`src/rtl/core/pcnf_pkg.sv`:
```
// Shared types, constants and the per-axis minimum-image function
// for the periodic cutoff neighbour filter. No dependencies.
package pcnf_pkg;

    localparam int MAX_NEIGHBOURS = 64;
    localparam int MAX_PARTICLES  = 4096;
    localparam int COORD_W        = 24;
    localparam int INDEX_W        = 12;
    localparam int DIST_W         = 48;
    localparam int SQ_W           = 47;
    localparam int SLOT_W         = 6;
    localparam int COUNT_W        = 7;
    localparam int CFG_INDEX_W    = 3;
    localparam int CFG_DATA_W     = 48;

    localparam logic [CFG_INDEX_W-1:0] CFG_BOX_LEN_X = 3'd0;
    localparam logic [CFG_INDEX_W-1:0] CFG_BOX_LEN_Y = 3'd1;
    localparam logic [CFG_INDEX_W-1:0] CFG_BOX_LEN_Z = 3'd2;
    localparam logic [CFG_INDEX_W-1:0] CFG_CUTOFF_SQ = 3'd3;

    localparam logic signed [25:0] DISP_MAX = 26'sd8388607;
    localparam logic signed [25:0] DISP_MIN = -26'sd8388608;

    typedef struct packed {
        logic [COORD_W-1:0] x;
        logic [COORD_W-1:0] y;
        logic [COORD_W-1:0] z;
    } t_box;

    typedef struct packed {
        logic signed [COORD_W-1:0] dx;
        logic signed [COORD_W-1:0] dy;
        logic signed [COORD_W-1:0] dz;
        logic                      self_pair;
        logic [INDEX_W-1:0]        cand_index;
        logic                      last;
    } t_front_item;

    typedef struct packed {
        logic                      nb_stored;
        logic [INDEX_W-1:0]        neighbour_index;
        logic signed [COORD_W-1:0] disp_x;
        logic signed [COORD_W-1:0] disp_y;
        logic signed [COORD_W-1:0] disp_z;
        logic [DIST_W-1:0]         dist_sq;
        logic [SLOT_W-1:0]         list_slot;
        logic                      list_full;
        logic                      query_done;
        logic [COUNT_W-1:0]        list_count;
    } t_result;

    // ref minus cand, one wrap by the box length, saturated to 24 bits
    function automatic logic signed [COORD_W-1:0] wrap_axis(
        input logic [COORD_W-1:0] r,
        input logic [COORD_W-1:0] c,
        input logic [COORD_W-1:0] len
    );
        logic signed [25:0] d;
        logic signed [25:0] l;
        logic signed [25:0] w;
        logic signed [26:0] d2;
        logic signed [26:0] l2;
        d  = $signed({2'b00, r}) - $signed({2'b00, c});
        l  = $signed({2'b00, len});
        d2 = {d, 1'b0};
        l2 = {l[25], l};
        if (d2 > l2) begin
            w = d - l;
        end else if (d2 < -l2) begin
            w = d + l;
        end else begin
            w = d;
        end
        if (w > DISP_MAX) begin
            w = DISP_MAX;
        end else if (w < DISP_MIN) begin
            w = DISP_MIN;
        end
        return w[COORD_W-1:0];
    endfunction

endpackage

```
`src/rtl/core/pcnf_back.sv`:
```
// Back end: squares the displacements, sums and compares with the cutoff,
// assigns list slots and queues results for the output. Uses pcnf_pkg.
module pcnf_back
    import pcnf_pkg::*;
(
    input  logic              i_clk,
    input  logic              i_rst_n,
    input  logic [DIST_W-1:0] i_cutoff_sq,
    input  logic              i_valid,
    input  t_front_item       i_item,
    output logic              o_ready,
    output logic              o_empty,
    output t_result           o_result,
    input  logic              i_pop
);

    logic               r_s1_valid;
    t_front_item        r_s1_item;
    logic [SQ_W-1:0]    r_sq_x;
    logic [SQ_W-1:0]    r_sq_y;
    logic [SQ_W-1:0]    r_sq_z;
    logic signed [2*COORD_W-1:0] prod_x;
    logic signed [2*COORD_W-1:0] prod_y;
    logic signed [2*COORD_W-1:0] prod_z;

    logic [COUNT_W-1:0] r_hit_count;
    logic [COUNT_W-1:0] n_hit_count;
    t_result            n_result;
    logic [DIST_W-1:0]  sum;
    logic               hit;

    t_result            r_mem [2];
    logic               r_wptr;
    logic               r_rptr;
    logic [1:0]         r_cnt;
    logic               out_ready;
    logic               push;
    logic               rd;

    assign out_ready = (r_cnt != 2'd2);
    assign push      = r_s1_valid && out_ready;
    assign rd        = (r_cnt != 2'd0) && i_pop;
    assign o_ready   = !r_s1_valid || out_ready;

    assign prod_x = i_item.dx * i_item.dx;
    assign prod_y = i_item.dy * i_item.dy;
    assign prod_z = i_item.dz * i_item.dz;

    always_ff @(posedge i_clk) begin
        if (!i_rst_n) begin
            r_s1_valid <= 1'b0;
        end else if (o_ready) begin
            r_s1_valid <= i_valid;
        end
        if (i_valid && o_ready) begin
            r_s1_item <= i_item;
            r_sq_x    <= prod_x[SQ_W-1:0];
            r_sq_y    <= prod_y[SQ_W-1:0];
            r_sq_z    <= prod_z[SQ_W-1:0];
        end
    end

    always_comb begin
        sum = {1'b0, r_sq_x} + {1'b0, r_sq_y} + {1'b0, r_sq_z};
        hit = (sum <= i_cutoff_sq) && !r_s1_item.self_pair;
        n_hit_count              = r_hit_count;
        n_result.nb_stored       = 1'b0;
        n_result.list_slot       = '0;
        n_result.list_full       = 1'b0;
        if (hit) begin
            if (r_hit_count < COUNT_W'(MAX_NEIGHBOURS)) begin
                n_result.nb_stored    = 1'b1;
                n_result.list_slot    = r_hit_count[SLOT_W-1:0];
                n_hit_count           = r_hit_count + 1'b1;
            end else begin
                n_result.list_full    = 1'b1;
            end
        end
        n_result.neighbour_index = r_s1_item.cand_index;
        n_result.disp_x          = r_s1_item.dx;
        n_result.disp_y          = r_s1_item.dy;
        n_result.disp_z          = r_s1_item.dz;
        n_result.dist_sq         = sum;
        n_result.query_done      = r_s1_item.last;
        n_result.list_count      = n_hit_count;
    end

    always_ff @(posedge i_clk) begin
        if (!i_rst_n) begin
            r_hit_count <= '0;
            r_wptr      <= 1'b0;
            r_rptr      <= 1'b0;
            r_cnt       <= 2'd0;
        end else begin
            if (push) begin
                r_hit_count <= r_s1_item.last ? '0 : n_hit_count;
                r_wptr      <= !r_wptr;
            end
            if (rd) begin
                r_rptr <= !r_rptr;
            end
            r_cnt <= r_cnt + {1'b0, push} - {1'b0, rd};
        end
        if (push) begin
            r_mem[r_wptr] <= n_result;
        end
    end

    assign o_empty  = (r_cnt == 2'd0);
    assign o_result = r_mem[r_rptr];

    a_count_bound: assert property (@(posedge i_clk) disable iff (!i_rst_n)
        r_hit_count <= COUNT_W'(MAX_NEIGHBOURS))
        else $error("hit count beyond list size");

    a_clear_on_done: assert property (@(posedge i_clk) disable iff (!i_rst_n)
        push && r_s1_item.last |=> r_hit_count == '0)
        else $error("hit count not cleared after last candidate");

    a_count_step: assert property (@(posedge i_clk) disable iff (!i_rst_n)
        push && n_result.nb_stored && !r_s1_item.last
        |=> r_hit_count == $past(r_hit_count) + 1'b1)
        else $error("hit count did not advance on a hit");

    a_full_no_slot: assert property (@(posedge i_clk) disable iff (!i_rst_n)
        push && n_result.list_full |-> r_hit_count == COUNT_W'(MAX_NEIGHBOURS))
        else $error("list full flagged with free slots");

endmodule

```
`config.mk`:
```
export PLATFORM = sky130hd
export DESIGN_NAME = pcnf_back
export DESIGN_NICKNAME = d
export VERILOG_FILES = /design/src/rtl/core/pcnf_pkg.sv /design/src/rtl/core/pcnf_back.sv
export SDC_FILE = /design/constraint.sdc
export NUM_CORES = 2
export LEC_CHECK = 0
export ABC_AREA = 1
export BUFFER_PORTS_ARGS = -buffer_cell sky130_fd_sc_hd__buf_4
export CAP_MARGIN = 20
export CORE_UTILIZATION = 62
export CTS_BUF_LIST = sky130_fd_sc_hd__clkbuf_8
export DETAILED_ROUTE_END_ITERATION = 6
export GPL_ROUTABILITY_DRIVEN = 0
export PLACE_DENSITY = 0.8
export SETUP_SLACK_MARGIN = 0.02
export SLEW_MARGIN = 20
export SYNTH_ARGS = -nofsm -noshare
export SYNTH_HDL_FRONTEND = slang
export SYNTH_SLANG_ARGS = --single-unit
```
`constraint.sdc`:
```
create_clock -name i_clk -period 9.14 [get_ports i_clk]
set_input_delay 0.914 -clock i_clk [delete_from_list [all_inputs] [get_ports i_clk]]
set_output_delay 0.914 -clock i_clk [all_outputs]
set_load 0.005 [all_outputs]
```
# Yosys cells after proc, flatten, opt, wreduce, memory -nomap -nowiden

Memories as Yosys holds them, arrays and structs flattened. A register that Yosys moved wholly into a read port is not among the register bits.
Cells that the tools add are included.

Add/sub/neg operators: 5
$mul: 3
$lt $le $gt $ge: 2
Equal/unequal tests: 1
Muxes and demuxes: 12
Reductions and logical operators: 11

Operators with widths:

| operator                                     | number |
|---|---|
| multiplier 24 x 24 -> 47 bit                 | 3 |
| adder 47 x 47 -> 48 bit                      | 1 |
| adder 48 x 47 -> 48 bit                      | 1 |
| less-or-equal comparator 48 bit              | 1 |
| 2-to-1 mux 7 bit                             | 4 |
| adder 7 x 1 -> 7 bit (second input constant) | 1 |
| < comparator 7 bit (second input constant)   | 1 |
| 2-to-1 mux 1 bit                             | 7 |
| 2-to-1 mux 6 bit                             | 1 |
| logical AND 1 bit                            | 4 |
| logical NOT 1 bit                            | 4 |
| adder 2 x 1 -> 2 bit                         | 1 |
| logical NOT 2 bit                            | 1 |
| != test 2 bit (second input constant)        | 1 |
| nonzero test 2 bit                           | 1 |
| subtractor 2 x 1 -> 2 bit                    | 1 |
| logical OR 1 bit                             | 1 |

Bits in registers: 239
RAM bits: 296
Input bits: 138
Output and inout bits: 150
Logic and storage cells: 49
Memories kept: 1

Memory list:

| name  | depth | width | rd ports | clocked after memory_dff | write ports | RTL line        | RTL |
|---|---|---|---|---|---|---|---|
| r_mem | 2     | 148   | 1        | 1                        | 1           | pcnf_back.sv:32 | `t_result r_mem [2];` |

# Longest topological paths before layout

Depth in word-level cells: 6
Depth in mapped cells: 29
Mapped depth without buffers: 29

# Worst setup path before layout

Ideal clock, no wire load.

Path kind: register to register
Start: register r_cnt[0]
End: memory r_mem[1][0] (netlist bit) (enable)
Setup time: 0.660 ns
Arrival: 6.873 ns
Required time: 8.480 ns
Path slack: 1.607 ns
Cell stages (with the launch flop): 4
Path buffers: 1
Clock period less this slack: 7.533 ns
Path through: dfxtp_1 > o21ai_0 > clkbuf_1 > nor2_1

Longest elaborated chain between the ends: 4

RTL lines:

| what                                   | RTL line         | RTL |
|---|---|---|
| start, declared                        | pcnf_back.sv:35  | `logic [1:0] r_cnt;` |
| start signal, assigned                 | pcnf_back.sv:102 | `r_cnt <= r_cnt + {1'b0, push} - {1'b0, rd};` |
| != test 2 bit                          | pcnf_back.sv:40  | `assign out_ready = (r_cnt != 2'd2);` |
| logical AND 1 bit                      | pcnf_back.sv:41  | `assign push = r_s1_valid && out_ready;` |
| 2-to-1 mux 1 bit                       | pcnf_back.sv:104 | `if (push) begin` |
| 2-to-1 mux 1 bit (not written as such) | pcnf_back.sv:105 | `r_mem[r_wptr] <= n_result;` |
| end, declared                          | pcnf_back.sv:32  |  |

Every way passes these cells.

# Worst setup path after layout

Start: input i_item[61] (netlist bit)
End: register r_sq_y[46] (data pin)

Longest elaborated chain between the ends: 1

RTL lines:

| what                         | RTL line        | RTL |
|---|---|---|
| start, declared              | pcnf_back.sv:10 | `input t_front_item i_item,` |
| multiplier 24 x 24 -> 47 bit | pcnf_back.sv:46 | `assign prod_y = i_item.dy * i_item.dy;` |
| net prod_y[46]               | pcnf_back.sv:23 | `logic signed [2*COORD_W-1:0] prod_y;` |
| end signal, assigned         | pcnf_back.sv:58 | `r_sq_y <= prod_y[SQ_W-1:0];` |
| end, declared                | pcnf_back.sv:20 | `logic [SQ_W-1:0] r_sq_y;` |

The timed path passes the listed nets, and every way through them passes these cells.
A chain may end at the register's enable or synchronous reset.

==> run_summary.xml <==
<?xml version="1.0" encoding="UTF-8"?>
<metrics>
  <group name="clocking">
    <metric name="post_cts.resized_instances" unit="">0</metric>
    <metric name="htreeDepth" unit="">3</metric>
    <metric name="clk_latency" unit="ps">790</metric>
    <metric name="cts_made_buffers" unit="">90</metric>
    <metric name="postCtsSetupBuffers" unit="">0</metric>
    <metric name="cts_buffer_depth" unit="">3</metric>
    <metric name="cts_tree" unit="">done</metric>
    <metric name="post_cts_clock_slew_at_the_launch_and_capture_registers_of_the_worst_setup_and_hold_paths" unit="ps">70</metric>
    <metric name="clock_sink_count" unit="">530</metric>
    <metric name="cts_root_buf" unit="">sky130_fd_sc_hd__clkbuf_8</metric>
    <metric name="postCtsHoldBufs" unit="">0</metric>
  </group>
  <group name="run_status">
    <metric name="violations_in_the_final_reports" unit="">design-rule violations</metric>
    <metric name="result_of_the_run" unit="">finished with violations</metric>
  </group>
  <group name="floorplan">
    <metric name="ioPinCount" unit="">288</metric>
    <metric name="rows" unit="">132</metric>
    <metric name="core_box_area" unit="mm^2">0.130</metric>
    <metric name="chipWidth" unit="um">365</metric>
    <metric name="die-area" unit="mm^2">0.133</metric>
    <metric name="initial_core_util" unit="%">62.7</metric>
    <metric name="die_height" unit="um">365</metric>
  </group>
  <group name="worst_setup_path">
    <metric name="crit_path_max_incr_delay" unit="ps">920</metric>
    <metric name="crit_path_max_fanout" unit="">30</metric>
    <metric name="timing_worst_setup_path_type" unit="">input pin to register</metric>
    <metric name="cp_top_family" unit="">adder cells</metric>
    <metric name="cpMaxStageDelayCell" unit="">sky130_fd_sc_hd__fa_1</metric>
    <metric name="worstPathArrival" unit="ps">7740</metric>
    <metric name="r2r.worst_path.cells" unit="">20</metric>
    <metric name="worst_ep_required_time" unit="ps">9660</metric>
    <metric name="critPathCaptureType" unit="">register</metric>
    <metric name="critPathMostFrequentCell" unit="">sky130_fd_sc_hd__fa_1</metric>
    <metric name="critical_path_buf_inv_count" unit="">5</metric>
    <metric name="startpoint_class_of_the_critical_path" unit="">input pin</metric>
    <metric name="cp.depth" unit="">22</metric>
    <metric name="critical_path.cell_chain" unit="">buf_4 &gt; nand2_1 &gt; inv_1 &gt; fa_1 &gt; fa_1 &gt; inv_1 &gt; fa_1 &gt; inv_1 &gt; fa_1 &gt; fa_1 &gt; fa_1 &gt; fa_1 &gt; ha_1 &gt; nand2_1 &gt; nor2_1 &gt; inv_1 &gt; nor4_2 &gt; nand3_1 &gt; nand3_1 &gt; a21oi_1 &gt; nand2_1 &gt; nand2_1</metric>
  </group>
  <group name="synthesis">
    <metric name="number_of_enable_flip_flop_cells_after_synthesis" unit="">517</metric>
    <metric name="yosysWarningCount" unit="">0</metric>
    <metric name="asyncSetResetFlopFracSynth" unit="%">0</metric>
    <metric name="synth.yosys.seq_area_share" unit="%">19.4</metric>
    <metric name="mappedNetlistNets" unit="">10700</metric>
    <metric name="synth_seq_cells" unit="">530</metric>
    <metric name="post_synth.cell_area_avg" unit="um^2">9.72</metric>
    <metric name="post_synth_instance_area" unit="mm^2">0.0815</metric>
    <metric name="netlist-cell-type-count" unit="">64</metric>
    <metric name="postSynth.topFlopCell" unit="">sky130_fd_sc_hd__edfxtp_1</metric>
    <metric name="synth_cells" unit="">8392</metric>
  </group>
  <group name="job">
    <metric name="maxCapViolations" unit="">0</metric>
  </group>
  <group name="min_path">
    <metric name="min_delay_path_depth" unit="">1</metric>
    <metric name="hp-class" unit="">input pin to register</metric>
  </group>
  <group name="layout">
    <metric name="most-common-layout-cells" unit="">sky130_fd_sc_hd__inv_1 (2589), sky130_fd_sc_hd__fa_1 (1685), sky130_fd_sc_hd__nand2_1 (1363)</metric>
    <metric name="layout-drive-gt1-share" unit="%">8.05</metric>
    <metric name="layout.nets" unit="">10900</metric>
    <metric name="final_area" unit="mm^2">0.0870</metric>
    <metric name="most_frequent_standard_cell_in_the_layout_excluding_fill_and_tap_cells" unit="">sky130_fd_sc_hd__inv_1</metric>
    <metric name="area.growth.synth_to_final" unit="%">6.74</metric>
    <metric name="nFillCells" unit="">9700</metric>
  </group>
  <group name="global_route">
    <metric name="grt_max_degree" unit="">158</metric>
    <metric name="grt_usage" unit="%">30.8</metric>
    <metric name="wire_length_of_the_first_global_routing_pass" unit="um">318000</metric>
    <metric name="grt-ovfl-total" unit="">0</metric>
    <metric name="grt_pass1_vias" unit="">61800</metric>
    <metric name="grt_antenna_before_repair" unit="">3</metric>
  </group>
  <group name="placed_design">
    <metric name="port_buffers" unit="">287</metric>
    <metric name="post-dp-hpwl" unit="um">161000</metric>
    <metric name="place_area" unit="mm^2">0.0852</metric>
  </group>
  <group name="route">
    <metric name="routed_via_density" unit="">5.46</metric>
    <metric name="drt_drc_violations_left" unit="">1</metric>
    <metric name="drt_pre_antenna_iters" unit="">7</metric>
    <metric name="drt_wl_total" unit="um">196000</metric>
    <metric name="drt_first_iter_violations" unit="">4972</metric>
    <metric name="via_count" unit="">56800</metric>
    <metric name="antenna_left" unit="">0</metric>
    <metric name="detail_route.wl_per_cell" unit="um">18.9</metric>
  </group>
  <group name="timing">
    <metric name="finalHoldViolations" unit="">0</metric>
    <metric name="fin_tns_setup" unit="ps">0</metric>
    <metric name="unrepaired_setup_endpoints_after_global_routing" unit="">no</metric>
    <metric name="max_freq" unit="MHz">139</metric>
    <metric name="tightestPinTransition" unit="ps">1130</metric>
    <metric name="fin_crit" unit="ps">7220</metric>
    <metric name="drv_slew" unit="">0</metric>
    <metric name="max_slew_margin" unit="%">24.7</metric>
    <metric name="setup-violations-final" unit="">0</metric>
    <metric name="min_period_over_period" unit="%">79.0</metric>
    <metric name="final.setup_skew" unit="ps">55.8</metric>
  </group>
</metrics>
[registers in the layout (all words and copies together), names as in the netlist, named ones only]
register	count
r_hit_count	7
r_mem	296
r_wptr	1
r_s1_valid	1
r_sq_x	45
r_cnt	2
r_sq_y	45
r_sq_z	45
n_result	85
r_s1_item	1
r_rptr	1
[metrics by stage]
| step | instances | setup slack [ps] | utilization [%] | hold WS, ps |
|---|---|---|---|---|
| 3_5_place_dp | 10200 | 1150 | 65.6 | 430 |
| 2_1_floorplan | 8392 | 1610 | - | 421 |
| 4_1_cts | 10400 | 1960 | 67.0 | 253 |
| 3_3_place_gp | 10200 | 1280 | 65.6 | 422 |
| 5_1_grt | 10400 | 1310 | 67.0 | 269 |
| 6_report | 10400 | 1920 | 67.0 | 303 |
[per-layer routing]
| layer | part of all wire (%) | routed length (um) | GRT usage [%] |
|---|---|---|---|
| met5 | 0.0056 | 11 | 0 |
| met4 | 4.5 | 8750 | 13.0 |
| met3 | 9.2 | 18000 | 5.70 |
| met2 | 48 | 94700 | 51.0 |
| met1 | 38 | 74800 | 40.1 |
[final timing paths]
path | startpoint | endpoint | slack (ps)
min | i_item[1] | n_result[135] | 300
max reg2reg | r_sq_y[28] | r_mem[0][10] | 3780
max | i_item[61] | r_sq_y[46] | 1920
min reg2reg | n_result[95] | r_mem[1][95] | 420
[cell usage after synthesis, types with 23 or more instances]
cell | number | area (um^2)
sky130_fd_sc_hd__ha_1 | 528 | 6610
sky130_fd_sc_hd__xor2_1 | 140 | 1230
sky130_fd_sc_hd__inv_1 | 2571 | 9650
sky130_fd_sc_hd__fa_1 | 1685 | 33700
sky130_fd_sc_hd__a21o_1 | 45 | 338
sky130_fd_sc_hd__xnor2_1 | 89 | 780
sky130_fd_sc_hd__o21bai_1 | 35 | 263
sky130_fd_sc_hd__nand2_2 | 26 | 163
sky130_fd_sc_hd__nand4_1 | 31 | 194
sky130_fd_sc_hd__clkbuf_1 | 175 | 657
sky130_fd_sc_hd__mux2_2 | 148 | 1670
sky130_fd_sc_hd__a31oi_1 | 45 | 282
sky130_fd_sc_hd__o21ai_0 | 121 | 606
sky130_fd_sc_hd__edfxtp_1 | 517 | 15500
sky130_fd_sc_hd__nand3_1 | 112 | 561
sky130_fd_sc_hd__nand2_1 | 1363 | 5120
sky130_fd_sc_hd__a21oi_1 | 208 | 1040
sky130_fd_sc_hd__nor3_1 | 23 | 115
sky130_fd_sc_hd__nor2_1 | 322 | 1210
[kinds of logic (layout without fill, tap and decap cells)]
kind of cell	after synthesis	in the layout	share of synthesized area, %
compound gates	538	538	4.02
xor+xnor	230	230	2.48
fa+ha+maj	2213	2213	49.5
buf+inv	2784	3046	12.9
flops	530	530	19.4
mux	148	148	2.04
other cells	1	3	0.00460
simple gates	1948	1948	9.77
[layout make-up]
type                       instances  area, um^2  area share (%)
multi-input combinational       5078       55300            63.5
sequential                       530       15800            18.1
inverter                        2587        9720            11.2
timing repair buffer             295        2240            2.57
tap                             1742        2180            2.50
clock buffer                      98        1350            1.55
clock inverter                    66         464           0.533
antenna                            2        5.00         0.00575
Power is not shown: default switching activity piles up to over one toggle a cycle in this logic, so the estimate is an artifact.
