`src/rtl/core/pcnf_pkg.sv`:
```
// Shared types, constants and the per-axis minimum-image function
// for the periodic cutoff neighbour filter. No dependencies.
package pcnf_pkg;

    localparam int MAX_NEIGHBOURS = 64;
    localparam int MAX_PARTICLES  = 4096;
    localparam int COORD_W        = 24;
    localparam int INDEX_W        = 12;
    localparam int DIST_W         = 48;
    localparam int SQ_W           = 47;
    localparam int SLOT_W         = 6;
    localparam int COUNT_W        = 7;
    localparam int CFG_INDEX_W    = 3;
    localparam int CFG_DATA_W     = 48;

    localparam logic [CFG_INDEX_W-1:0] CFG_BOX_LEN_X = 3'd0;
    localparam logic [CFG_INDEX_W-1:0] CFG_BOX_LEN_Y = 3'd1;
    localparam logic [CFG_INDEX_W-1:0] CFG_BOX_LEN_Z = 3'd2;
    localparam logic [CFG_INDEX_W-1:0] CFG_CUTOFF_SQ = 3'd3;

    localparam logic signed [25:0] DISP_MAX = 26'sd8388607;
    localparam logic signed [25:0] DISP_MIN = -26'sd8388608;

    typedef struct packed {
        logic [COORD_W-1:0] x;
        logic [COORD_W-1:0] y;
        logic [COORD_W-1:0] z;
    } t_box;

    typedef struct packed {
        logic signed [COORD_W-1:0] dx;
        logic signed [COORD_W-1:0] dy;
        logic signed [COORD_W-1:0] dz;
        logic                      self_pair;
        logic [INDEX_W-1:0]        cand_index;
        logic                      last;
    } t_front_item;

    typedef struct packed {
        logic                      nb_stored;
        logic [INDEX_W-1:0]        neighbour_index;
        logic signed [COORD_W-1:0] disp_x;
        logic signed [COORD_W-1:0] disp_y;
        logic signed [COORD_W-1:0] disp_z;
        logic [DIST_W-1:0]         dist_sq;
        logic [SLOT_W-1:0]         list_slot;
        logic                      list_full;
        logic                      query_done;
        logic [COUNT_W-1:0]        list_count;
    } t_result;

    // ref minus cand, one wrap by the box length, saturated to 24 bits
    function automatic logic signed [COORD_W-1:0] wrap_axis(
        input logic [COORD_W-1:0] r,
        input logic [COORD_W-1:0] c,
        input logic [COORD_W-1:0] len
    );
        logic signed [25:0] d;
        logic signed [25:0] l;
        logic signed [25:0] w;
        logic signed [26:0] d2;
        logic signed [26:0] l2;
        d  = $signed({2'b00, r}) - $signed({2'b00, c});
        l  = $signed({2'b00, len});
        d2 = {d, 1'b0};
        l2 = {l[25], l};
        if (d2 > l2) begin
            w = d - l;
        end else if (d2 < -l2) begin
            w = d + l;
        end else begin
            w = d;
        end
        if (w > DISP_MAX) begin
            w = DISP_MAX;
        end else if (w < DISP_MIN) begin
            w = DISP_MIN;
        end
        return w[COORD_W-1:0];
    endfunction

endpackage

```
`src/rtl/core/pcnf_queue.sv`:
```
// Two-entry queue of classified pairs between front and back end.
// Uses pcnf_pkg.
module pcnf_queue
    import pcnf_pkg::*;
(
    input  logic        i_clk,
    input  logic        i_rst_n,
    input  logic        i_valid,
    input  t_front_item i_item,
    output logic        o_ready,
    output logic        o_valid,
    output t_front_item o_item,
    input  logic        i_ready
);

    t_front_item r_mem [2];
    logic        r_wptr;
    logic        r_rptr;
    logic [1:0]  r_cnt;
    logic        wr;
    logic        rd;

    assign o_ready = (r_cnt != 2'd2);
    assign o_valid = (r_cnt != 2'd0);
    assign wr      = i_valid && o_ready;
    assign rd      = o_valid && i_ready;
    assign o_item  = r_mem[r_rptr];

    always_ff @(posedge i_clk) begin
        if (!i_rst_n) begin
            r_wptr <= 1'b0;
            r_rptr <= 1'b0;
            r_cnt  <= 2'd0;
        end else begin
            if (wr) begin
                r_wptr <= !r_wptr;
            end
            if (rd) begin
                r_rptr <= !r_rptr;
            end
            r_cnt <= r_cnt + {1'b0, wr} - {1'b0, rd};
        end
        if (wr) begin
            r_mem[r_wptr] <= i_item;
        end
    end

endmodule

```
`config.mk`:
```
export PLATFORM = sky130hd
export DESIGN_NAME = pcnf_queue
export DESIGN_NICKNAME = d
export VERILOG_FILES = /design/src/rtl/core/pcnf_pkg.sv /design/src/rtl/core/pcnf_queue.sv
export SDC_FILE = /design/constraint.sdc
export NUM_CORES = 1
export LEC_CHECK = 0
export BUFFER_PORTS_ARGS = -buffer_cell sky130_fd_sc_hd__clkbuf_2
export CORE_ASPECT_RATIO = 0.5
export CORE_MARGIN = 1
export CORE_UTILIZATION = 25
export CTS_CLUSTER_DIAMETER = 120
export CTS_CLUSTER_SIZE = 28
export DETAILED_ROUTE_END_ITERATION = 16
export GPL_TIMING_DRIVEN = 0
export PLACE_DENSITY_LB_ADDON = 0.08
export SLEW_MARGIN = 20
export SYNTH_ARGS = -nofsm -noshare
export SYNTH_HDL_FRONTEND = slang
export SYNTH_SLANG_ARGS = --single-unit
```
`constraint.sdc`:
```
create_clock -name i_clk -period 5.6 [get_ports i_clk]
set_input_delay 1.12 -clock i_clk [delete_from_list [all_inputs] [get_ports i_clk]]
set_output_delay 1.12 -clock i_clk [all_outputs]
set_load 0.02 [all_outputs]
```
# Word level (Yosys, flattened, before mapping)
# Memory sizes are Yosys's and may differ from the RTL's. A register that Yosys moved wholly into a read port is not among the register bits.
# Cells that the tools add are included.
# totals
regBits	4
latchBits	0
ram_bits	172
mem_bits_ro	0
inputBits	90
output_inout_bits	88
wordCells	16
mem_count	1
# op_classes
n_addsub	2
mul	0
n_div	0
order_cmp	0
n_eq_ne	1
shift	0
n_mux	4
bitwise_logic	0
n_reduce_logical	5
# mem_list
name	words	width	read_ports	rd_ports_with_merged_regs	write_ports	line	source
r_mem	2	86	1	1	1	pcnf_queue.sv:16	t_front_item r_mem [2];
# ops
op	count
2-to-1 mux 1 bit	4
adder 2 x 1 -> 2 bit	1
logical AND 1 bit	2
logical NOT 1 bit	2
!= test 2 bit, second input constant	1
nonzero test 2 bit	1
subtractor 2 x 1 -> 2 bit	1

# Depth between registers and ports, before layout
# Gate-level depths: netlist (run 1).
# logic_depth
depth_word	4
ltp_mapped	6
ltp_nobuf	6

# Worst setup path before layout (run 1)
# No wires, ideal clock.
# synth_timing
path_type	input-to-reg
startpoint	input i_valid
endpoint	memory r_mem[1][0] (netlist bit) (enable)
setup_time_ns	0.455
t_arrival_ns	3.170
required_time_ns	5.145
setup_slack_ns	1.975
path_stages	1
n_path_buf	0
cell_sequence	and3_1
# synth_via
elab_chain_cells	3
# synth_rtl
element	line	source
start: declaration	pcnf_queue.sv:8	input logic i_valid,
logical AND 1 bit	pcnf_queue.sv:25	assign wr = i_valid && o_ready;
2-to-1 mux 1 bit	pcnf_queue.sv:43	if (wr) begin
2-to-1 mux 1 bit (implied by the code)	pcnf_queue.sv:44	r_mem[r_wptr] <= i_item;
end: declaration	pcnf_queue.sv:16	
# No other way between the ends.

==> results of run 1 <==
[placed cells by master, fill, tap and decap left out, types with 4 or more instances in the layout]
master     instances
mux2_4            40
clkbuf_2         177
clkbuf_16         17
dfxtp_1            5
mux2_2            46
buf_2              4
edfxtp_1         172
nor2_1             4
clkinv_1           5
buf_12             4
[sequential cells by signal, indices dropped and copies added, names as in the netlist, named ones only]
name and count:
r_cnt 2, r_mem 172, r_rptr 1, r_wptr 1
[routing by layer]
metal / wire length [um] / part of all wire
met1: 5640 / 0.41
met2: 7290 / 0.53
met3: 630 / 0.046
met4: 87 / 0.0064
met5: 0 / 0
[layout make-up]
cell class                 instances  area, um^2
buffer                            10         126
inverter                           2        12.5
clock inverter                    13        95.1
tap                              344         430
timing repair buffer             180         968
clock buffer                      19         433
multi-input combinational        109        1290
sequential                       177        5270
fill                            2528       17100
[through the flow]
| stage | instance area (um^2) | instances | hold slack (ps) | worst slack [ps] | util |
|---|---|---|---|---|---|
| after floorplan | 6680 | 298 | 472 | 1980 | - |
| after global placement | 8000 | 819 | 496 | 120 | 0.311 |
| after detailed placement | 8090 | 822 | 505 | 2980 | 0.315 |
| after CTS | 8620 | 854 | 522 | 2710 | 0.335 |
| after global routing | 8620 | 854 | 563 | 2670 | 0.335 |
| final | 8620 | 854 | 510 | 2770 | 0.335 |
[where the power goes]
part | switching [mW] | internal [mW] | total, mW
clock | 0.491 | 0.602 | 1.09
combinational | 0.519 | 0.404 | 0.923
sequential | 0.0311 | 1.61 | 1.64
total | 1.04 | 2.61 | 3.65
[worst max path at each step]
| stage | startpoint | end | slack, ps | cells past startpoint |
|---|---|---|---|---|
| after floorplan | i_valid | r_mem[1][0] | 1980 | 1 |
| after global placement | i_valid | r_mem[1][57] | 120 | 2 |
| after detailed placement | i_valid | r_mem[0][50] | 2980 | 4 |
| after CTS | flip-flop | o_item[77] | 2710 | 5 |
| after global routing | flip-flop | o_item[77] | 2670 | 5 |
| final | flip-flop | o_item[77] | 2770 | 5 |
[critical path: cells and delay by family, from the launching register on]
family                 cells  cell delay [ps]
DFF                        1              320
buffers and inverters      4              630
muxes                      1              310
[kinds of logic after synthesis]
family,Yosys count,share of synthesized area
AOI/OAI and AO/OA,6,0.00656
buffers and inverters,12,0.0200
DFF,177,0.788
adders and majority gates,1,0.00187
muxes,86,0.167
xor gates and xnor gates,1,0.00131
and+or+nand+nor,15,0.0146
==> results.cfg, run 1 <==
[timing]
finalMaxSlewViolations = 0
rsz0062_at_grt = false
fin_crit_sh = 0.505
period_needed_ps = 2830
setup_viol = 0
timing.slew.headroom = 0.703
hold_viol_final = 0
clock.fmax_mhz = 353
setup_tns_ps = 0
skew_ps = 13.5
worstMarginPinSlew_ps = 446

[clock_network]
path_clk_slew_ps = 70
cts-root-buf = clkbuf_16
cts_buffers = 17
cts_tree = yes
cts_hold_buffers = 0
post_cts_buffers = 0
clock_latency_ps = 440
cts_buffer_depth = 2
h-tree-depth = 4
post_cts_resized = 0
cts.sinks = 177

[synth]
yosys.area.top_type = edfxtp_1
synth_area_per_cell_um2 = 22.4
synth_seq_area_share = 0.788
synth.top_cells.by_count = 172 x edfxtp_1, 46 x mux2_2, 40 x mux2_4
yosysMostFrequentCell = edfxtp_1
synth_warnings = 0
netlist_top_cells_area = edfxtp_1 77%, mux2_4 9.0%, mux2_2 7.8%, dfxtp_1 1.5%, buf_12 1.2%
ys_ff_latch = 177
synth_top_area_share = 0.773
yosysUniqueCellTypes = 27
ys.flop_type = edfxtp_1
synth-edff-count = 172
syn-cell-area_mm2 = 0.00668
async_flop_share = 0
synthCells = 298
synth_nets = 389

[routing]
drc = 0
drt-initial-drc-count = 107
vias = 3275
wl_per_cell_um = 16.0
routed_wl_um = 13700
detail_route.first_pass.iterations = 4
viasPerCell = 3.83
final_antenna_net_count = 0

[global_routing]
grt_pass1_vias = 3446
busiest_layer = met2
gr-usage-met1 = 0.119
grt_overflow = 0
grt_max_degree = 49
grtUsageTotal = 0.105
use_met3 = 0.0463
use_met2 = 0.179
grt_pass1_wl_um = 20600
antenna_found_initial = 0

[setup_path]
cpPeakStageDelay_ps = 320
cp_slowest_cell = dfxtp_1
worstReg2RegEnd = r_mem[0][49]
r2r_start = r_cnt[0]
worst_setup_path_end_kind = primary output
ff2ff_setup_slack_ps = 3700
critPathLaunchType = flip-flop
crit_chain = buf_6 -> buf_8 -> buf_12 -> mux2_4 -> clkbuf_2
crit_fanout = 10
critical_path_class = reg -> out
critPathArrivalTime_ps = 1710
r2r_cells = 4
crit_required_ps = 4480

[finish]
final_nets = 588
diodes = 0
area_growth_pct = 29.0
drive_gt1_frac = 0.604

[hold_path]
min_from = r_rptr
hold_path_end = r_rptr
hold_class = reg -> reg
hold_depth = 2

[placed_design]
hpwl_um = 9060
gp_congestion = 0.683
port_buffers = 177

[floorplan]
initial_core_util = 0.260
die-area_mm2 = 0.0274
io_pins = 178
core_area_mm2 = 0.0257
die_w_um = 233
die_h_um = 118
rows = 41

[pwr]
p_leak_nw = 3.26
peakVddDrop_uv = 211
finalPower_mw = 3.65
cellPowerDensity_mw_per_mm2 = 424

[outcome]
status = completed

[run]
maxCapViolCount = 0
Power figures use the tool's default switching activity.
==> run 2: changes to the inputs <==
clock period = 2.29 ns   (was 5.6 ns; I/O delays follow)
==> run 2 against run 1 <==
Non-clock buffer count increased by 2. Global-route usage increased by 0.29 points. Final cell count increased by 0.23%. Combinational power increased by 150%. Largest cell class unchanged.
==> results.cfg, run 2 (same netlist as run 1, synthesis figures left out) <==
[setup_path]
critPathLaunchType = flip-flop
cpPeakStageDelay_ps = 320
cp_slowest_cell = dfxtp_1
crit_fanout = 10
crit_chain = buf_6 -> buf_8 -> buf_12 -> mux2_4 -> clkbuf_2
critPathArrivalTime_ps = 1700
critical_path_class = reg -> out
crit_required_ps = 1830
crit_buf_inv = 4
worst_setup_path_end_kind = primary output
critPathTopFamily = buffers and inverters

[global_routing]
grtUsageTotal = 0.108
grt_pass1_vias = 3555
grt_pass1_wl_um = 21400
grt_max_degree = 40
grt_overflow = 0
antenna_found_initial = 0

[pwr]
p_leak_nw = 3.27
peakVddDrop_uv = 438
finalPower_mw = 8.88
cellPowerDensity_mw_per_mm2 = 1030

[timing]
rsz0062_at_grt = false
timing.slew.headroom = 0.645
skew_ps = 11.0
period_needed_ps = 2150
hold_viol_final = 0
worstMarginPinSlew_ps = 531
setup_viol = 0
finalMaxSlewViolations = 0
clock.fmax_mhz = 464
fin_crit_sh = 0.941

[floorplan]
io_pins = 178
core_area_mm2 = 0.0257
die-area_mm2 = 0.0274
die_w_um = 233
die_h_um = 118
rows = 41
initial_core_util = 0.260

[clock_network]
cts_buffers = 17
path_clk_slew_ps = 70
cts_hold_buffers = 0
h-tree-depth = 4
cts_buffer_depth = 2
clock_latency_ps = 430
cts-root-buf = clkbuf_16
cts.sinks = 177
cts_tree = yes

[finish]
regMostFlops = r_mem
area_growth_pct = 29.2
final_nets = 590
layout_commonest_cell = clkbuf_2
drive_gt1_frac = 0.609
reg.largest.list = r_mem x172, r_cnt x2
largest_reg_flops = 172
fin_area_mm2 = 0.00863
diodes = 0
layout_common_cells = 177 x clkbuf_2, 172 x edfxtp_1, 46 x mux2_2
final_util = 0.336
final_cells = 856

[routing]
routed_wl_um = 13900
vias = 3330
drt-initial-drc-count = 146
final_antenna_net_count = 0
detail_route.first_pass.iterations = 4
viasPerCell = 3.89
drc = 0
wl_per_cell_um = 16.2

[placed_design]
port_buffers = 177
hpwl_um = 9490
placed_cell_area_mm2 = 0.00812
dp.cells = 824
gp_congestion = 0.658

[hold_path]
hold_class = in -> reg

[outcome]
status = completed

[run]
maxCapViolCount = 0
==> run 2: cell types whose count changed in the layout (fill, tap and decap cells not counted), sizes merged <==
cell	delta
clkbuf	+3
bufinv	-1
==> run 2: final cells by class <==
class	instances	area, um^2
Sequential cell	177	5270
Fill cell	2523	17100
Inverter	2	11.3
Multi-Input combinational cell	109	1290
Tap cell	344	430
Clock buffer	20	437
Clock inverter	12	66.3
Timing Repair Buffer	182	993
Buffer	10	131
==> run 2: routing by layer <==
layer  track usage  part of all wire  vias up
met4        0.0355             0.012        0
met2         0.178              0.51       50
met1         0.129              0.43     1682
met3        0.0395             0.041       11
met5             0                 0        -
li1              -                 -     1587
==> run 2: power breakdown <==
group / total (mW) / internal [mW] / switching (mW)
sequential: 4.01 / 3.93 / 0.0809
combinational: 2.30 / 1.02 / 1.28
clock: 2.56 / 1.37 / 1.20
==> run 2: final timing paths <==
check                           startpoint           end  slack, ps  cells after the start
worst max-delay path             flip-flop    o_item[68]        140                      5
worst min register to register      r_rptr     flip-flop        510                      2
worst max register to register    r_cnt[0]  r_mem[0][62]        340                      5
worst min-delay path            i_item[49]  r_mem[1][49]        210                      1
==> run 2: repair_timing <==
item | 4_1_cts | 5_1_grt
endpoints found under the setup margin | 0 | 4
setup buffers | 0 | 0
gates resized for setup | 0 | 2
==> run 2: per-stage QoR <==
| stage | hold slack (ps) | setup WS, ps | setup TNS [ps] |
|---|---|---|---|
| final | 211 | 136 | 0 |
| after global routing | 178 | 24.5 | 0 |
| after CTS | 177 | 29.9 | 0 |
| after detailed placement | 496 | 127 | 0 |
| after global placement | 484 | -1330 | -180650 |
| after floorplan | 472 | -24.4 | -2100 |
==> run 3: changes to the inputs <==
CORE_UTILIZATION = 30   (was 25)
==> run 3 against run 2 <==
Clock-buffer cell count rose by 1. Via count rose by 1.1%. Non-clock buffer count did not move. Power rose by 4.8%. Critical path depth fell by 1. Combinational power barely moved. Largest power group unchanged. Highest routed layer unchanged.
==> results.cfg, run 3 (same netlist as run 1, synthesis figures left out) <==
[setup_path]
critical_path_class = reg -> out
critPathLaunchType = flip-flop
cp_slowest_cell = mux2_2
cp.depth = 4
cpPeakStageDelay_ps = 390
critPathArrivalTime_ps = 1700
crit_chain = buf_6 -> buf_2 -> mux2_2 -> clkbuf_2
crit_required_ps = 1830
crit_fanout = 10
critPathTopFamily = buffers and inverters
crit_buf_inv = 3
worst_setup_path_end_kind = primary output
r2r_cells = 5

[routing]
vias = 3367
drt-initial-drc-count = 110
routed_wl_um = 13000
viasPerCell = 4.14
wl_per_cell_um = 16.0
final_antenna_net_count = 0
detail_route.first_pass.iterations = 6
drc = 0

[pwr]
p_sw_mw = 2.54
p_leak_nw = 3.32
cellPowerDensity_mw_per_mm2 = 1070
combPwrFrac = 0.245
power_frac_seq = 0.431
clkPwrFrac = 0.323
peakVddDrop_uv = 493
intPower_mw = 6.76
swShare = 0.273

[global_routing]
grt_pass1_vias = 3491
grtUsageTotal = 0.119
grt_overflow = 0
grt_pass1_wl_um = 19500
antenna_found_initial = 0
grt_max_degree = 42

[clock_network]
cts_tree = yes
post_cts_buffers = 0
cts_hold_buffers = 0
post_cts_resized = 0
h-tree-depth = 4
path_clk_slew_ps = 70
cts-root-buf = clkbuf_16
clock_latency_ps = 420
cts_buffers = 17
cts.sinks = 177
cts_buffer_depth = 2

[timing]
rsz0062_at_grt = false
clock.fmax_mhz = 464
skew_ps = 8.65
timing.slew.headroom = 0.683
finalMaxSlewViolations = 0
setup_viol = 0
hold_viol_final = 0
fin_crit_sh = 0.942
period_needed_ps = 2160
worstMarginPinSlew_ps = 475

[finish]
layout_common_cells = 177 x clkbuf_2, 172 x edfxtp_1, 46 x mux2_2
largest_reg_flops = 172
final_nets = 590
layout_commonest_cell = clkbuf_2
final_util = 0.400
reg.largest.list = r_mem x172, r_cnt x2
drive_gt1_frac = 0.613
fin_area_mm2 = 0.00868
area_growth_pct = 29.9
regMostFlops = r_mem

[floorplan]
die-area_mm2 = 0.0229
rows = 38
die_w_um = 213
io_pins = 178
initial_core_util = 0.307
core_area_mm2 = 0.0217
die_h_um = 108

[run]
maxCapViolCount = 0

[placed_design]
port_buffers = 177
gp_congestion = 0.674
hpwl_um = 8640
placed_cell_area_mm2 = 0.00808

[outcome]
status = completed

[hold_path]
hold_class = in -> reg
hold_depth = 1
run 3: changes by cell type in the layout (fill, tap and decap cells not counted), sizes merged:
| cell | before | now |
|---|---|---|
| bufinv | 0 | 4 |
| buf | 13 | 15 |
| clkinv | 8 | 6 |
| inv | 3 | 1 |
| clkbuf | 199 | 198 |
| clkinvlp | 3 | 2 |
| diode | 0 | 1 |
run 3: final timing paths:
kind | from | endpoint | slack [ps]
worst max-delay path | flip-flop | o_item[5] | 130
worst min-delay path | i_item[33] | r_mem[1][33] | 220
worst max register to register | r_cnt[0] | r_mem[0][77] | 390
worst min register to register | r_rptr | flip-flop | 500
run 3: stage by stage:
step	power (mW)	setup WS (ps)	TNS [ps]	hold slack (ps)	instances
after global routing	9.69	46.9	0	191	812
after global placement	6.37	-1250	-168000	486	775
after CTS	9.46	93.1	0	190	812
after floorplan	5.66	-24.4	-2100	472	298
final	9.30	134	0	218	813
after detailed placement	6.42	176	0	493	780
run 3: power groups by stage:
stage	sequential [mW]	combinational, mW	clock [mW]
3_5_place_dp	4.08	2.34	0
5_1_grt	4.04	2.45	3.20
3_3_place_gp	4.10	2.27	0
4_1_cts	4.01	2.35	3.10
2_1_floorplan	4.08	1.58	0
6_report	4.01	2.28	3.01
run 3: layout make-up:
| class | instances | area [um^2] |
|---|---|---|
| clock inverter | 11 | 163 |
| clock buffer | 21 | 440 |
| fill | 2040 | 13000 |
| antenna | 1 | 2.50 |
| tap | 300 | 375 |
| buffer | 10 | 126 |
| inverter | 2 | 11.3 |
| multi-input combinational | 109 | 1290 |
| sequential | 177 | 5270 |
| timing repair buffer | 182 | 1000 |
run 3: layer usage:
layer,up-vias,GRT usage,share of wire
li1,1582,-,-
met1,1701,0.142,0.44
met2,68,0.195,0.50
met3,16,0.0391,0.048
met4,0,0.0586,0.016
met5,-,0,0
run 3: worst reg2reg max path: cells and delay by family, from the launching register on:
family,cells,cell delay (ps)
simple gates,2,310
flops,1,350
buf+inv,3,970
