===== config.mk =====
export PLATFORM = sky130hd
export DESIGN_NAME = pcnf_front
export DESIGN_NICKNAME = d
export VERILOG_FILES = /design/src/rtl/core/pcnf_pkg.sv /design/src/rtl/core/pcnf_front.sv
export SDC_FILE = /design/constraint.sdc
export NUM_CORES = 1
export LEC_CHECK = 0
export BUFFER_PORTS_ARGS = -buffer_cell sky130_fd_sc_hd__buf_2
export CAP_MARGIN = 20
export CORE_UTILIZATION = 40
export CTS_CLUSTER_SIZE = 10
export DETAILED_ROUTE_END_ITERATION = 8
export HOLD_SLACK_MARGIN = 0.12
export PLACE_DENSITY = 0.6
export SYNTH_ARGS = -nofsm -noshare
export SYNTH_HDL_FRONTEND = slang
export SYNTH_SLANG_ARGS = --single-unit

===== constraint.sdc =====
create_clock -name i_clk -period 6.8 [get_ports i_clk]
set_input_delay 1.36 -clock i_clk [delete_from_list [all_inputs] [get_ports i_clk]]
set_output_delay 1.36 -clock i_clk [all_outputs]
set_load 0.005 [all_outputs]

===== src/rtl/core/pcnf_pkg.sv =====
// Shared types, constants and the per-axis minimum-image function
// for the periodic cutoff neighbour filter. No dependencies.
package pcnf_pkg;

    localparam int MAX_NEIGHBOURS = 64;
    localparam int MAX_PARTICLES  = 4096;
    localparam int COORD_W        = 24;
    localparam int INDEX_W        = 12;
    localparam int DIST_W         = 48;
    localparam int SQ_W           = 47;
    localparam int SLOT_W         = 6;
    localparam int COUNT_W        = 7;
    localparam int CFG_INDEX_W    = 3;
    localparam int CFG_DATA_W     = 48;

    localparam logic [CFG_INDEX_W-1:0] CFG_BOX_LEN_X = 3'd0;
    localparam logic [CFG_INDEX_W-1:0] CFG_BOX_LEN_Y = 3'd1;
    localparam logic [CFG_INDEX_W-1:0] CFG_BOX_LEN_Z = 3'd2;
    localparam logic [CFG_INDEX_W-1:0] CFG_CUTOFF_SQ = 3'd3;

    localparam logic signed [25:0] DISP_MAX = 26'sd8388607;
    localparam logic signed [25:0] DISP_MIN = -26'sd8388608;

    typedef struct packed {
        logic [COORD_W-1:0] x;
        logic [COORD_W-1:0] y;
        logic [COORD_W-1:0] z;
    } t_box;

    typedef struct packed {
        logic signed [COORD_W-1:0] dx;
        logic signed [COORD_W-1:0] dy;
        logic signed [COORD_W-1:0] dz;
        logic                      self_pair;
        logic [INDEX_W-1:0]        cand_index;
        logic                      last;
    } t_front_item;

    typedef struct packed {
        logic                      nb_stored;
        logic [INDEX_W-1:0]        neighbour_index;
        logic signed [COORD_W-1:0] disp_x;
        logic signed [COORD_W-1:0] disp_y;
        logic signed [COORD_W-1:0] disp_z;
        logic [DIST_W-1:0]         dist_sq;
        logic [SLOT_W-1:0]         list_slot;
        logic                      list_full;
        logic                      query_done;
        logic [COUNT_W-1:0]        list_count;
    } t_result;

    // ref minus cand, one wrap by the box length, saturated to 24 bits
    function automatic logic signed [COORD_W-1:0] wrap_axis(
        input logic [COORD_W-1:0] r,
        input logic [COORD_W-1:0] c,
        input logic [COORD_W-1:0] len
    );
        logic signed [25:0] d;
        logic signed [25:0] l;
        logic signed [25:0] w;
        logic signed [26:0] d2;
        logic signed [26:0] l2;
        d  = $signed({2'b00, r}) - $signed({2'b00, c});
        l  = $signed({2'b00, len});
        d2 = {d, 1'b0};
        l2 = {l[25], l};
        if (d2 > l2) begin
            w = d - l;
        end else if (d2 < -l2) begin
            w = d + l;
        end else begin
            w = d;
        end
        if (w > DISP_MAX) begin
            w = DISP_MAX;
        end else if (w < DISP_MIN) begin
            w = DISP_MIN;
        end
        return w[COORD_W-1:0];
    endfunction

endpackage


===== src/rtl/core/pcnf_front.sv =====
// Front end: accepts a pair, wraps the three displacements and flags the
// self pair, holding the classified item in one register. Uses pcnf_pkg.
module pcnf_front
    import pcnf_pkg::*;
(
    input  logic               i_clk,
    input  logic               i_rst_n,
    input  t_box               i_box,
    input  logic               i_valid,
    output logic               o_ready,
    input  logic [COORD_W-1:0] i_ref_x,
    input  logic [COORD_W-1:0] i_ref_y,
    input  logic [COORD_W-1:0] i_ref_z,
    input  logic [INDEX_W-1:0] i_ref_index,
    input  logic [COORD_W-1:0] i_cand_x,
    input  logic [COORD_W-1:0] i_cand_y,
    input  logic [COORD_W-1:0] i_cand_z,
    input  logic [INDEX_W-1:0] i_cand_index,
    input  logic               i_last_candidate,
    output logic               o_valid,
    output t_front_item        o_item,
    input  logic               i_ready
);

    logic        r_valid;
    t_front_item r_item;
    t_front_item n_item;
    logic        take;

    assign o_ready = !r_valid || i_ready;
    assign take    = i_valid && o_ready;

    always_comb begin
        n_item.dx         = wrap_axis(i_ref_x, i_cand_x, i_box.x);
        n_item.dy         = wrap_axis(i_ref_y, i_cand_y, i_box.y);
        n_item.dz         = wrap_axis(i_ref_z, i_cand_z, i_box.z);
        n_item.self_pair  = (i_ref_index == i_cand_index);
        n_item.cand_index = i_cand_index;
        n_item.last       = i_last_candidate;
    end

    always_ff @(posedge i_clk) begin
        if (!i_rst_n) begin
            r_valid <= 1'b0;
        end else if (o_ready) begin
            r_valid <= i_valid;
        end
        if (take) begin
            r_item <= n_item;
        end
    end

    assign o_valid = r_valid;
    assign o_item  = r_item;

endmodule


* Word level (Yosys, flattened, before mapping)
Cells that the tools add are included.
** Word-level totals
- Flip-flop bits (word level) :: 87
- Output and inout port bits :: 88
- Word-level logic and storage cells :: 44
** Operators by class
- Reduce and logical (&&, ||, !) cells :: 3
- Multiplexer cells :: 9
- Add/sub/neg operators :: 12
- Eq/ne operators :: 1
- Order comparisons :: 12
** Operators with widths (number)
- 26-bit two-way mux :: 6
- 26-bit by 27-bit less-than comparator with 1-bit output :: 3
- 24-bit negator with 27-bit output :: 3
- 25-bit by 25-bit adder with 26-bit output :: 3
- 26-bit by 24-bit greater-than comparator with 1-bit output, second input constant :: 3
- 26-bit by 25-bit greater-than comparator with 1-bit output :: 3
- 26-bit by 24-bit less-than comparator with 1-bit output, second input constant :: 3
- 25-bit by 25-bit subtractor with 26-bit output :: 3
- 24-bit by 24-bit subtractor with 25-bit output :: 3
- 24-bit two-way mux :: 3
- 12-bit == test :: 1
- 1-bit logical AND :: 1
- 1-bit logical NOT :: 1
- 1-bit logical OR :: 1

* Depth between registers and ports, before layout
Gate-level depths: netlist (run 1).
- Depth in word-level cells :: 6
- Depth in mapped cells :: 27
- Mapped depth without buffers :: 25

* Worst setup path after synthesis (run 1)
Ideal clock, no wire load.
- Kind :: in2reg
- Start :: in i_ref_z[0]
- End :: reg r_item (netlist bit o_item[33]) (data pin)
- Path slack :: 0.216 ns
- Arrival :: 6.323 ns
- Buffers on the path :: 2
- Data required time :: 6.539 ns
- Cell stages on the path :: 24
- Setup time :: 0.261 ns
- Cell sequence :: inv_1 ha_1 inv_1 fa_1 a21oi_1 nor2_1 o31ai_1 a21oi_1 a31oi_1 nor2b_1 o21a_1 nor2_1 xnor2_1 ha_1 nand4_1 or4_1 or4_1 o21a_1 o31ai_1 buf_2 buf_2 o22ai_1 a221oi_1 o21ai_1
** On the way
- Word-level cells in the longest chain between the ends :: 6
** Ends and longest elaborated chain
- start, declared :: line pcnf_front.sv:13 : input logic [COORD_W-1:0] i_ref_z,
- 24-bit by 24-bit subtractor with 25-bit output (*) :: line pcnf_pkg.sv:63 : d = $signed({2'b00, r}) - $signed({2'b00, c});
- 25-bit by 25-bit adder with 26-bit output / 26-bit by 27-bit less-than comparator with 1-bit output (equally long branches) :: line pcnf_pkg.sv:70, pcnf_pkg.sv:69
- 26-bit two-way mux :: line pcnf_pkg.sv:69 : end else if (d2 < -l2) begin
- 26-bit two-way mux (*) :: line pcnf_pkg.sv:67 : if (d2 > l2) begin
- 26-bit by 24-bit less-than comparator with 1-bit output :: line pcnf_pkg.sv:76 : end else if (w < DISP_MIN) begin
- 24-bit two-way mux :: line pcnf_pkg.sv:76
- end signal, assigned :: line pcnf_front.sv:49 : r_item <= n_item;
- end, declared :: line pcnf_front.sv:26 : t_front_item r_item;
Mark *: on every way between the ends. The rest lies on a longest branch, timed or not.
A chain may end at the register's enable or synchronous reset.

* Worst setup path after layout (run 1)
- Start :: in i_ref_z[0]
- End :: reg r_item (netlist bit o_item[16]) (data pin)
Same word-level chain as after synthesis.

==> metrics.md, run 1 <==
| Metric | Value |
|---|---|
| Clock H-tree levels | 3 |
| # fillers | 4968 |
| Post-synth EDFFs | 86 |
| Syn Area/Cell | 7.61 um^2 |
| Dominant synthesized flop cell | edfxtp_1 |
| Die area | 51700 um^2 |
| Family with the most delay on the worst path | compound AO/OA/AOI/OAI gates |
| Largest net degree at the start of global routing | 61 |
| Die Wd | 227 um |
| Worst skew pair latency | 0.38 ns |
| Port Buf Inserts | 332 |
| Initial antenna violation count | 0 |
| Nets@finish | 3785 |
| Leakage | 11.7 nW |
| Core Footprint | 50100 um^2 |
| Number of global-route vias before repair | 20600 |
| CTS clk-pin slew, worst paths | 0.07 ns |
| Io pins | 333 |
| Period minus WS final | 6.57 ns |
| Synth unique cells | 95 |
| Crit-path max cell delay | 0.58 ns |
| Final Hold Fails | 0 |
| Cell area after layout | 24800 um^2 |
| Crit start category | input port |
| Max-slew violation count | 0 |
| Final Wtd Congestion | 0.992 |
| GRT Residual Overflow | 0 |
| Worst Tran Pin Value | 0.836 ns |
| Cell Area, Placed | 24400 um^2 |
| N_diodes | 0 |
| Via count | 21800 |
| Final ANT Viol Nets | 0 |
| RSZ-0062 raised after global routing | no |
| Clock Skews | 0.0106 ns |
| Dpl hpwl | 58700 um |
| Final Routed Wirelength | 69100 um |
| Crit share post-route | 0.966 |
| VDD IR max | 0.147 mV |
| Max clock buf depth | 2 |
| First-pass GRT wire length | 106000 um |
| Initial Util | 0.405 |
| CTS sink cnt | 87 |
| Initial DRC count | 1316 |
| Synth Cell Area | 20300 um^2 |
| Number of CTS-inserted buffers | 9 |
| Setup CP Type | input port to register |
| Synth async-reset ratio | 0 |
| DR pass1 iterations | 6 |
| Vias per cell | 5.69 |
| Count of final setup violators | 0 |
| Core Rows | 82 |
| Seq/Total Area, Yosys | 0.128 |
| Final worst slack | 0.234 ns |
| Crit-path most repeated cell | buf_4 |
| Syn Nets | 3288 |
| MaxCap Viol Count | 0 |
| Hold Crit Class | register to register |
| Hold Slack | 0.560 ns |
| Layout cell share with drive strength beyond 1 | 0.204 |
| Fin Setup TNS | 0 ns |
| Fmax achieved | 152 MHz |
| YS warnings | 0 |
| Critical Path AT | 6.68 ns |
| CP max-delay cell | or4_4 |
| CTS tree | yes |
| Residual DRC count | 0 |
| Synth Instances | 2668 |
| Total GRT Usage | 0.258 |
| #FFs+latches synth | 87 |
| Status | complete, no violations |
| Pwr Density | 236 nW/um^2 |
| Slew headroom | 0.442 |
| CTS root buffer | clkbuf_16 |
| Routed len/inst | 18.0 um |
| Post-CTS Hold Buffers | 0 |
| Die height | 227 um |
| Pre-CTS setup slack | -0.417 ns |
| Critical Path Fanout Max | 6 |
| Crit path required time | 6.91 ns |
| Worst setup EP type | register |
| Crit path buf inv count | 7 |
| Layout Area Growth over Synthesis | 22.0% |
==> path summary, 6_finish.rpt <==
kind               from         end  slack (ns)  cells after the start
max          i_ref_z[0]  o_item[16]        0.23                     26
min             o_valid     o_valid        0.56                      2
max reg2reg     o_valid  o_item[40]        4.84                      3
min reg2reg     o_valid     o_valid        0.56                      2
==> logic make-up (layout without fill, tap and decap cells) <==
| kind of cell | after synthesis | count (layout) | synth area share |
|---|---|---|---|
| buf+inv | 366 | 868 | 0.0698 |
| simple gates | 727 | 727 | 0.184 |
| xor+xnor | 167 | 167 | 0.0720 |
| mux | 12 | 12 | 0.00616 |
| fa+ha+maj | 375 | 375 | 0.236 |
| flops | 87 | 87 | 0.128 |
| compound gates | 934 | 934 | 0.304 |
==> cells in the final DEF (no fill, tap or decap), drive strengths merged, types with 58 or more instances in the layout <==
master and count:
nand2 132, o21ai 171, nor2 199, a21o 71, xnor2 137, inv 291, ha 363, buf 563
a21oi 273, nor3 58, edfxtp 86
==> synth_stat cells (15+ instances only) <==
library cell | n | share of area
or3_1 | 26 | 0.0080
a221o_1 | 16 | 0.0079
xnor2_1 | 137 | 0.059
a21o_1 | 71 | 0.026
o31ai_1 | 24 | 0.0089
o21a_1 | 36 | 0.013
a211o_1 | 16 | 0.0069
ha_1 | 363 | 0.22
o221ai_1 | 18 | 0.0078
o211ai_1 | 26 | 0.0096
o21bai_1 | 46 | 0.017
nor4_1 | 27 | 0.0083
inv_1 | 289 | 0.053
a22oi_1 | 15 | 0.0055
a211oi_1 | 42 | 0.016
edfxtp_1 | 86 | 0.13
nand2b_1 | 40 | 0.012
nor2_1 | 198 | 0.037
o21ai_0 | 159 | 0.039
nand4_1 | 43 | 0.013
clkbuf_1 | 52 | 0.0096
and2_1 | 27 | 0.0083
buf_2 | 20 | 0.0049
nand2_1 | 132 | 0.024
o22ai_1 | 19 | 0.0059
xor2_1 | 30 | 0.013
nand3_1 | 51 | 0.013
nor2b_1 | 45 | 0.014
a31oi_1 | 26 | 0.0080
nor3_1 | 57 | 0.014
a221oi_1 | 22 | 0.0095
a21oi_1 | 272 | 0.067
==> power breakdown <==
part           internal (mW)  switching, mW  total, mW
clock network          0.249          0.238      0.487
logic                   1.94           2.51       4.45
registers              0.835         0.0723      0.907
==> per-stage QoR <==
stage / power (mW) / util / std cells
5_1_grt: 6.34 / 0.495 / 3842
2_1_floorplan: 3.59 / - / 2668
6_report: 5.84 / 0.495 / 3842
3_3_place_gp: 5.20 / 0.487 / 3824
3_5_place_dp: 5.25 / 0.487 / 3824
4_1_cts: 5.78 / 0.492 / 3840
==> state kept, by name (all words and copies together), names as in the netlist <==
name	count
o_item	86
o_valid	1
==> worst min-delay path: stages (launching register included) <==
cell	delay [ns]
dfxtp_1	0.31
nand2b_1	0.10
a21boi_0	0.09
==> area by class of cell <==
| cell class | count | area [um^2] | share of cell area |
|---|---|---|---|
| clock inverters | 6 | 43.8 | 0.00177 |
| multi-input cells | 2215 | 16400 | 0.663 |
| clock buffers | 10 | 229 | 0.00924 |
| inverters | 289 | 1080 | 0.0438 |
| repair buffers | 563 | 3540 | 0.143 |
| well taps | 672 | 841 | 0.0339 |
| flip-flops and latches | 87 | 2600 | 0.105 |
==> metal layers <==
layer | wire length [um] | part of all wire | GRT usage | vias to the layer above
met4 | 1890 | 0.027 | 0.0788 | 0
met1 | 32500 | 0.47 | 0.354 | 10200
met2 | 31200 | 0.45 | 0.423 | 684
li1 | - | - | - | 10900
met3 | 3480 | 0.050 | 0.0280 | 92
met5 | 0 | 0 | 0 | -
==> what timing repair did <==
| action | 4_1_cts | 5_1_grt |
|---|---|---|
| endpoints found under the setup margin | 1 | 47 |
| endpoints found under the hold margin | 0 | 0 |
| setup buffers | 0 | 2 |
| resized for setup | 1 | 23 |
| pin swaps | 0 | 4 |
No activity file was read; power rests on OpenSTA's default activity.
==> run 2, diff against run 1 <==
==> constraint.sdc (replaced) <==
create_clock -name i_clk -period 6.8 [get_ports i_clk]
set_input_delay 1.02 -clock i_clk [delete_from_list [all_inputs] [get_ports i_clk]]
set_output_delay 1.02 -clock i_clk [all_outputs]
set_load 0.005 [all_outputs]
==> metrics.md, run 2 (synthesis gave the netlist of run 1 again) <==
| Metric | Value |
|---|---|
| Crit path required time | 7.06 ns (+0.15 ns) |
| Util after Layout | 0.476 (-0.0188) |
| Final Wtd Congestion | 0.959 (-3.4%) |
| MaxCap Viol Count | 0 (unchanged) |
| Initial antenna violation count | 0 (unchanged) |
| Cell Area, Placed | 23500 um^2 (-3.6%) |
| Status | complete, no violations |
| Io pins | 333 (unchanged) |
| Setup CP Type | input port to register |
| Residual DRC count | 0 (unchanged) |
| Cell area after layout | 23800 um^2 (-3.8%) |
| Port Buf Inserts | 332 (unchanged) |
| Total GRT Usage | 0.260 (+0.00130) |
| Layout cell share with drive strength beyond 1 | 0.174 (-0.0309) |
| Leading cell types in the layout, fill and taps excluded | ha_1, buf_2, inv_1 |
| Number of CTS-inserted buffers | 9 (unchanged) |
| Max reg flops | 86 (unchanged) |
| Hold path cells | 2 (unchanged) |
| Slew headroom | 0.374 (-0.0685) |
| Most common cell after layout, fill and taps aside | ha_1 |
| Clock H-tree levels | 3 (unchanged) |
| VDD IR max | 0.121 mV (-17%) |
| Pwr Density | 237 nW/um^2 (+0.38%) |
| Number of global-route vias before repair | 20100 (-2.4%) |
| Hold Crit Class | register to register |
| Layout Area Growth over Synthesis | 17.4% |
| DR pass1 iterations | 5 (-1) |
| First-pass GRT wire length | 107000 um (+0.47%) |
| Critical Path Fanout Max | 5 (-1) |
| R2R Setup Slk | 4.84 ns (about the same) |
| Core Footprint | 50100 um^2 (unchanged) |
| R2R Path Start | o_valid |
| Hold_sp | o_valid |
| CTS tree | yes |
| R2R depth | 3 (unchanged) |
| Die area | 51700 um^2 (unchanged) |
| Clock Skews | 0.0141 ns (+0.00345 ns) |
| Initial Util | 0.405 (unchanged) |
| Count of final setup violators | 0 (unchanged) |
| Placed Cells | 3715 (-2.9%) |
| Leakage | 11.2 nW (-4.6%) |
| N_diodes | 0 (unchanged) |
| Die height | 227 um (unchanged) |
| # Post-CTS Setup Buffers | 0 (unchanged) |
| Routed len/inst | 18.4 um (+2.6%) |
| Period minus WS final | 6.51 ns (-0.0533 ns) |
| Final Routed Wirelength | 68800 um (-0.33%) |
| Max-slew violation count | 0 (unchanged) |
| Worst Tran Pin Value | 0.939 ns (+0.103 ns) |
| Met1 Usage GRT | 0.366 (+0.0118) |
| Crit start category | input port |
| Largest net degree at the start of global routing | 66 (+8.2%) |
| RSZ-0062 raised after global routing | no |
| CTS resizes | 0 (-1) |
| Core Rows | 82 (unchanged) |
| CTS root buffer | clkbuf_16 |
| Layout Cells excl Fill | 3732 (-2.9%) |
| Vias per cell | 5.77 (+1.5%) |
| GRT Residual Overflow | 0 (unchanged) |
| M3 GR Usage | 0.0244 (-0.00361) |
| Via count | 21600 (-1.4%) |
| Fmax achieved | 154 MHz (+0.82%) |
| FF-to-FF End | o_item[49] |
| Met2 usage | 0.420 (-0.00246) |
| Global routing's busiest layer | met2 |
| Crit path from | i_ref_y[0] |
| Nets@finish | 3675 (-2.9%) |
| Die Wd | 227 um (unchanged) |
| Final ANT Viol Nets | 0 (unchanged) |
| Worst skew pair latency | 0.39 ns (about the same) |
| Post-CTS Hold Buffers | 0 (unchanged) |
| Crit share post-route | 0.958 (-0.00784) |
| Max clock buf depth | 2 (unchanged) |
| Initial DRC count | 1379 (+4.8%) |
| CTS clk-pin slew, worst paths | 0.08 ns (about the same) |
| Final Hold Fails | 0 (unchanged) |
| Worst setup EP type | register |
| Critical Path AT | 6.78 ns (+0.10 ns) |
| CTS sink cnt | 87 (unchanged) |
| Fin Setup TNS | 0 ns (unchanged) |
| Worst hold endpoint | o_valid |
| Dpl hpwl | 57900 um (-1.5%) |
-- run 2: cell types whose count changed in the layout (fill, tap and decap cells not counted), moves of 2 or more --
cell and delta:
clkinv_4 +2, clkinvlp_4 -3, buf_12 -5, a211oi_1 +2, a211oi_2 -2, buf_4 -105, or4_4 -2, or4_1 +2
-- run 2: worst max-delay path by stage --
stage	end	slack (ns)	depth (start not counted)
2_1_floorplan	o_item[33]	0.56	24
3_3_place_gp	o_item[23]	-0.19	29
3_5_place_dp	o_item[17]	-0.28	29
4_1_cts	o_item[17]	0.08	29
5_1_grt	o_item[57]	0.03	26
6_report	o_item[57]	0.29	25
-- run 2: through the flow --
stage	total power, mW	hold WS, ns	worst slack, ns
floorplan	3.59	0.537	0.556
global placement	5.02	0.522	-0.191
detailed placement	5.06	0.539	-0.281
CTS	5.62	0.548	0.0803
global route	6.15	0.601	0.0284
finish	5.64	0.537	0.287
-- run 2: critical path, stage by stage --
cell	delay (ns)
buf_2	0.09
inv_1	0.04
ha_1	0.17
inv_1	0.06
fa_1	0.40
a21o_1	0.19
a221o_1	0.37
o211ai_1	0.31
nand2_1	0.11
and2_1	0.20
nor2_1	0.22
ha_1	0.31
or4_1	0.58
or4_1	0.50
nor4_1	0.21
a31oi_1	0.16
a21oi_1	0.30
o21ai_0	0.14
a21oi_1	0.20
o21ai_0	0.12
a22oi_2	0.29
a21oi_1	0.08
buf_4	0.17
o21ai_0	0.33
buf_4	0.18
-- run 2: cell type report --
cell class                      count  area [um^2]
Clock buffer                        9          225
Clock inverter                      7         71.3
Fill cell                        5107        26200
Inverter                          289         1080
Multi-Input combinational cell   2215        16400
Sequential cell                    87         2600
Tap cell                          672          841
Timing Repair Buffer              453         2650
-- run 2: where the power goes --
group / internal [mW] / leakage (nW) / switching [mW] / total (mW)
sequential: 0.834 / 0.838 / 0.0663 / 0.900
combinational: 1.76 / 10.2 / 2.46 / 4.22
clock: 0.259 / 0.146 / 0.260 / 0.519
-- run 2: per-layer routing --
layer,part of all wire,routed length (um)
met4,0.022,1530
met3,0.050,3450
met2,0.45,31000
met1,0.48,32900
met5,0,0
